### src/sv/ihm_pkg.sv
// ihm_pkg: shared types, codes and constants of the interval histogram monitor.
// Used by ihm_divider, ihm_hist_ram, interval_histogram_monitor and tb_top.
// No dependencies.
package ihm_pkg;

	// Field widths fixed by the item format
	localparam int TIME_W     = 64;
	localparam int PERIOD_W   = 32;
	localparam int FRAMES_W   = 32;
	localparam int SEL_W      = 7;
	localparam int COUNT_W    = 64;
	localparam int OP_W       = 2;
	localparam int CFG_IDX_W  = 1;
	localparam int CFG_DATA_W = 64;

	// Histogram defaults; a bucket is one sixteenth of the period
	localparam int BUCKETS_DEF  = 128;
	localparam int SUBDIV_SHIFT = 4;

	// Serial divider geometry
	localparam int DIVIDEND_W = TIME_W;
	localparam int DIVISOR_W  = PERIOD_W;
	localparam int DIV_CNT_W  = $clog2(DIVIDEND_W);

	// Operation codes
	localparam logic [OP_W-1:0] OP_CALLBACK = 2'd0;
	localparam logic [OP_W-1:0] OP_XRUN     = 2'd1;
	localparam logic [OP_W-1:0] OP_READ     = 2'd2;

	// Configuration register indexes
	localparam logic [CFG_IDX_W-1:0] CFG_PERIOD = 1'b0;
	localparam logic [CFG_IDX_W-1:0] CFG_START  = 1'b1;

	typedef struct packed {
		logic [OP_W-1:0]     op;
		logic [TIME_W-1:0]   event_time;
		logic [FRAMES_W-1:0] missing_frames;
		logic [SEL_W-1:0]    bucket_select;
	} in_item_t;

	typedef struct packed {
		logic [COUNT_W-1:0] callback_total;
		logic [COUNT_W-1:0] interval_sum;
		logic [TIME_W-1:0]  interval_max;
		logic [COUNT_W-1:0] xrun_total;
		logic [COUNT_W-1:0] lost_frames_total;
		logic [TIME_W-1:0]  first_xrun_time;
		logic [TIME_W-1:0]  last_xrun_time;
		logic [SEL_W-1:0]   bucket_index;
		logic [COUNT_W-1:0] bucket_count;
		logic               interval_valid;
	} out_item_t;

	// Divider status toward the sequencer
	typedef struct packed {
		logic busy;
		logic done;
	} div_status_t;

	typedef enum logic [2:0] {
		ST_CLEAR,
		ST_IDLE,
		ST_START,
		ST_DIV,
		ST_RD,
		ST_DONE
	} state_t;

endpackage

### src/sv/ihm_divider.sv
// ihm_divider: restoring divider, one quotient bit per cycle.
// 64-bit dividend by 32-bit divisor; done pulses when the quotient is ready.
// Depends on ihm_pkg.
module ihm_divider (
	input  logic                           clk,
	input  logic                           arst_n,
	input  logic                           start,
	input  logic [ihm_pkg::DIVIDEND_W-1:0] dividend,
	input  logic [ihm_pkg::DIVISOR_W-1:0]  divisor,
	output logic [ihm_pkg::DIVIDEND_W-1:0] quotient,
	output ihm_pkg::div_status_t           status
);

	logic [ihm_pkg::DIVISOR_W-1:0]  rem_q;
	logic [ihm_pkg::DIVIDEND_W-1:0] quo_q;
	logic [ihm_pkg::DIVISOR_W-1:0]  div_q;
	logic [ihm_pkg::DIV_CNT_W-1:0]  cnt_q;
	logic                           busy_q;
	logic                           done_q;

	logic [ihm_pkg::DIVISOR_W:0]    trial;
	logic                           ge;
	logic [ihm_pkg::DIVISOR_W-1:0]  rem_n;

	// One restoring step: shift in the next dividend bit, subtract if it fits
	always_comb begin
		trial = {rem_q, quo_q[ihm_pkg::DIVIDEND_W-1]};
		ge    = (trial >= {1'b0, div_q});
		rem_n = ge ? ihm_pkg::DIVISOR_W'(trial - {1'b0, div_q})
		           : trial[ihm_pkg::DIVISOR_W-1:0];
	end

	// Control: busy over the iterations, done pulse after the last one
	always_ff @(posedge clk or negedge arst_n) begin
		if (!arst_n) begin
			busy_q <= 1'b0;
			done_q <= 1'b0;
			cnt_q  <= '0;
		end else begin
			done_q <= 1'b0;
			if (start) begin
				busy_q <= 1'b1;
				cnt_q  <= '0;
			end else if (busy_q) begin
				cnt_q <= cnt_q + 1'b1;
				if (cnt_q == ihm_pkg::DIV_CNT_W'(ihm_pkg::DIVIDEND_W - 1)) begin
					busy_q <= 1'b0;
					done_q <= 1'b1;
				end
			end
		end
	end

	// Datapath: dividend bits shift out of quo_q as quotient bits shift in
	always_ff @(posedge clk) begin
		if (start) begin
			rem_q <= '0;
			quo_q <= dividend;
			div_q <= divisor;
		end else if (busy_q) begin
			rem_q <= rem_n;
			quo_q <= {quo_q[ihm_pkg::DIVIDEND_W-2:0], ge};
		end
	end

	assign quotient    = quo_q;
	assign status.busy = busy_q;
	assign status.done = done_q;

endmodule

### config.mk
export PLATFORM = sky130hd
export DESIGN_NAME = ihm_divider
export DESIGN_NICKNAME = d
export VERILOG_FILES = /design/src/sv/ihm_pkg.sv /design/src/sv/ihm_divider.sv
export SDC_FILE = /design/constraint.sdc
export NUM_CORES = 1
export LEC_CHECK = 0
export ABC_AREA = 0
export BUFFER_PORTS_ARGS = -buffer_cell sky130_fd_sc_hd__buf_2
export CAP_MARGIN = 20
export CORE_UTILIZATION = 52
export CTS_BUF_LIST = sky130_fd_sc_hd__clkbuf_8
export CTS_CLUSTER_DIAMETER = 30
export DETAILED_ROUTE_END_ITERATION = 10
export GPL_TIMING_DRIVEN = 0
export PLACE_DENSITY_LB_ADDON = 0.2
export SYNTH_ARGS = -nofsm -noshare
export SYNTH_HDL_FRONTEND = slang
export SYNTH_SLANG_ARGS = --single-unit
### constraint.sdc
create_clock -name clk -period 3.4 [get_ports clk]
set_input_delay 0.68 -clock clk [delete_from_list [all_inputs] [get_ports clk]]
set_output_delay 0.68 -clock clk [all_outputs]
set_load 0.02 [all_outputs]
# Yosys cells after proc, flatten, opt, wreduce, memory -nomap -nowiden
# Cells that the tools add are included.
[op_classes]
n_addsub = 2
n_mul = 0
n_div = 0
n_lt_le_gt_ge = 1
eq_ne = 1
n_shift = 0
n_mux = 11
n_bitwise = 0
n_reduce_logical = 1
[ops]
columns = ["operator", "n"]
rows = [
  ["two-way mux 64 bit", 2],
  [">= comparator 33 x 32 -> 1 bit", 1],
  ["two-way mux 32 bit", 1],
  ["subtractor 32 bit", 1],
  ["two-way mux 6 bit", 2],
  ["adder 6 x 1 -> 6 bit (second input constant)", 1],
  ["equality test 6 bit (second input constant)", 1],
  ["two-way mux 1 bit", 6],
  ["nonzero test 2 bit", 1],
]
[totals]
register_bits = 136
latchBits = 0
ramBits = 0
mem_bits_ro = 0
in_bits = 99
out_inout_bits = 66
wordCells = 22
mem_count = 0

# Depth between registers and ports, before layout
[logic_depth]
ltp_word = 4
ltp_mapped = 13
mapped_depth_nobuf = 11

# Worst setup path after synthesis
# No wires, ideal clock.
[synth_path]
path_type = "in2reg"
startpoint = "input start"
endpoint = "register quo_q (netlist bit quotient[0]), enable pin"
setup_ps = 418
arrival_ps = 2461
required_ps = 2982
slack_ps = 521
cell_stages = 4
n_path_buf = 2
path_cell_list = "clkbuf_1 -> clkbuf_8 -> nor2_1 -> inv_1"
[synth_between]
elab_chain_len = 1
[synth_rtl]
columns = ["item", "line", "source"]
rows = [
  ["from (decl)", "ihm_divider.sv:7", "input logic start,"],
  ["nonzero test 2 bit (no line)", "n/a", ""],
  ["to (signal assigned)", "ihm_divider.sv:58", "quo_q <= dividend;"],
  ["to (signal assigned)", "ihm_divider.sv:62", "quo_q <= {quo_q[ihm_pkg::DIVIDEND_W-2:0], ge};"],
  ["to (decl)", "ihm_divider.sv:15", "logic [ihm_pkg::DIVIDEND_W-1:0] quo_q;"],
]
# No other way between the ends.
# A chain may end at the register's enable or synchronous reset.

# Worst setup path in the final report
[layout_path]
startpoint = "register div_q[2] (netlist bit)"
endpoint = "register rem_q[15] (netlist bit)"
[layout_between]
elab_chain_len = 2
elab_cells_between_ends = 3
classes_between = "add/sub: 1; order compare: 1; mux: 1"
[layout_rtl]
columns = ["item", "line", "source"]
rows = [
  ["from (decl)", "ihm_divider.sv:16", "logic [ihm_pkg::DIVISOR_W-1:0] div_q;"],
  ["from (signal assigned)", "ihm_divider.sv:59", "div_q <= divisor;"],
  ["subtractor 32 bit or >= comparator 33 x 32 -> 1 bit (tied branches)", "ihm_divider.sv:29, ihm_divider.sv:28", ""],
  ["two-way mux 32 bit *", "ihm_divider.sv:29", "rem_n = ge ? ihm_pkg::DIVISOR_W'(trial - {1'b0, div_q})"],
  ["to (signal assigned)", "ihm_divider.sv:61", "rem_q <= rem_n;"],
  ["to (decl)", "ihm_divider.sv:14", "logic [ihm_pkg::DIVISOR_W-1:0] rem_q;"],
]
# Every way passes the cells marked *; elsewhere a longest branch is shown, timed or not.

==> flow_summary.yaml <==
detailed_routing:
  vias_per_cell: 5.64
  drt_first_pass_iters: 5
  wirelength_microns: 18100
  wl_per_cell_microns: 17.6
  wl_met1_microns: 7540
  wl_met3_microns: 1360
  drc_errors: 0
  dr_total_vias: 5807
  ant_nets: 0
  maxUsedRoutingLayer: "met4"
  wl_met2_microns: 8890
  drtIter0Drc: 343
timing:
  finalSetupViolCount: 0
  tightest_slew_ns: 0.969
  finalMaxSlewViolations: 0
  final.period_utilization: 0.929
  rsz0062_at_grt: "false"
  fmax_mhz: 317
  final-hold-violation-count: 0
  relSlewSlack: 0.351
  finalWorstSetupSlack_ns: 0.242
  period_minus_slack_ns: 3.16
  clock-skew-final_ns: 0.0184
clocking:
  clock-sinks: 136
  htreeDepth: 4
  cts_tree: "done"
  max-clock-path-buffers: 2
  cts_setup_buffers: 0
  cts_buffers: 17
  path_clk_slew_ns: 0.08
  cts_resized: 0
  cts_root_buf: "clkbuf_8"
  cts_hold_buf: 0
  clk_latency_ns: 0.46
worst_setup_path:
  crit_slowest_cell: "o41ai_2"
  cp-end-kind: "flop"
  critPathRequiredTime_ns: 3.76
  critPathBufInv: 3
  arrival_ns: 3.52
  cp_common_cell: "buf_4"
  startpoint_type: "flop"
  crit_fanout: 10
  r2r_start: "div_q[2]$_DFFE_PP_"
  crit_chain: "inv_1, ha_1, o211ai_2, a21oi_2, o41ai_2, o21ai_2, a211o_1, and2_1, buf_4, buf_4, mux2i_1, a211oi_1"
  slowest_delay_ns: 0.52
  worstSetupPathType: "flop to flop"
  cp_top_family: "compound AO/OA/AOI/OAI gates"
  crit_path_start: "div_q[2]$_DFFE_PP_"
yosys:
  yosysMostFrequentCell: "edfxtp_1"
  ys.flop_type: "edfxtp_1"
  ys_ff_latch: 136
  syn_area_sq_um: 7480
  syn-instance-count: 653
  synthTopCellsByCount: "edfxtp_1, mux2_2, nor2_1"
  yosys_warnings: 0
  yosys-top-cells-area: "edfxtp_1, mux2_2, dfxtp_1, ha_1, mux2i_1"
  synth_edf_count: 96
  ys_async_sr_fraction: 0.0588
  synth_top_area_cell: "edfxtp_1"
  synth_nets: 786
  ys_types: 74
  seq_area_frac_synth: 0.498
  syn_area_per_cell_sq_um: 11.5
  synth_top_area_frac: 0.385
placed_design:
  dp_cells: 998
  place_hpwl_microns: 13400
  portBuffers: 164
  detailedPlace.worstSlack_ns: -0.177
  place_congestion: 0.908
hold_path:
  hold_class: "input pin to async pin"
power:
  combPwrFrac: 0.158
  power.share.switching: 0.277
  p_int_uw: 2730
  ir_drop_mv: 0.340
  p_switching_uw: 1050
  power_uw: 3780
  p_clk_frac: 0.321
  p_per_area_nw_per_um2: 425
  power.leakage_uw: 0.00384
  p_seq_frac: 0.521
global_route:
  grt_first_pass_wirelength_microns: 28800
  grt_pass1_vias: 5846
  antenna_found_initial: 0
  grtUsageTotal: 0.255
  grt_max_degree: 39
  globalRouteOverflowTotal: 0
floorplanning:
  row_count: 43
  die_w_microns: 122
  die_h_microns: 122
  core-area_sq_um: 13900
  dieArea_sq_um: 14900
  start_util: 0.537
  ioPinCount: 165
status:
  outcome: "finished, final reports clean"
layout:
  areaGrowthSynthToFinish_pct: 19.0
  nets: 970
  instances_no_fill: 1030
  drive_gt1_frac: 0.345
  n_antenna_cell: 0
job:
  cap_violations: 0
[worst paths after layout]
kind                       cells after the start                      to  slack, ns
setup / recovery                              12  rem_q[15]$_SDFFE_PP0P_       0.24
hold / removal                                 1    cnt_q[1]$_DFFE_PN0P_       0.05
setup reg to reg                              12  rem_q[15]$_SDFFE_PP0P_       0.24
hold reg to reg                                2   rem_q[1]$_SDFFE_PP0P_       0.47
max in group asynchronous                      1    cnt_q[5]$_DFFE_PN0P_       3.16
min in group clk                               1     div_q[14]$_DFFE_PP_       0.39
[metal layers]
metal	global-route usage	vias up
li1	-	2811
met1	0.307	2771
met2	0.427	197
met3	0.0819	28
met4	0.0864	0
met5	0	-
[layout make-up]
type                            count  area [sq um]
Fill cell                        1130          5040
Sequential cell                   136          3720
Multi-Input combinational cell    441          3380
Timing Repair Buffer              165           841
Clock buffer                       17           234
Tap cell                          180           225
Buffer                             33           211
Inverter                           43           161
Clock inverter                     15           119
[flip-flops by register name, summed over array words and instances, names as in the netlist]
signal and count:
cnt_q 6, busy_q 1, done_q 1, div_q 32, rem_q 32, quotient 64
[placed cells by master, fill, tap and decap left out, types with 10 or more instances in the layout]
master      n
buf_2     167
edfxtp_1   96
mux2_2     64
nor2_1     56
inv_1      45
ha_1       33
dfxtp_1    32
nand2_1    31
a21oi_1    27
mux2i_1    25
clkbuf_8   22
a211oi_1   18
clkbuf_1   17
xnor2_1    15
o21ai_0    13
xor2_1     11
o21ai_1    10
[stage by stage]
stage                     hold WS [ns]  TNS, ns  utilization  instance area [sq um]
final                           0.0542        0        0.639                   8900
after global routing            0.0460        0        0.639                   8900
after CTS                       0.0401        0        0.639                   8900
after detailed placement         0.460    -6.64        0.613                   8550
after global placement           0.454   -67.80        0.612                   8530
after floorplan                  0.384        0            -                   7480
[power by group through the flow]
| stage | Combinational [uW] | Sequential [uW] | Clock [uW] |
|---|---|---|---|
| floorplan | 275 | 2100 | 0 |
| global placement | 579 | 2000 | 0 |
| detailed placement | 595 | 2000 | 0 |
| CTS | 598 | 1970 | 1240 |
| global route | 646 | 1980 | 1310 |
| finish | 596 | 1970 | 1210 |
[kinds of logic after synthesis]
family / count (synthesis) / share of synthesized area
mux: 89 / 0.130
flops: 136 / 0.498
fa+ha+maj: 34 / 0.0579
buf+inv: 76 / 0.0498
xor+xnor: 26 / 0.0304
compound gates: 143 / 0.136
simple gates: 149 / 0.0984
(Power assumes the default switching activity.)
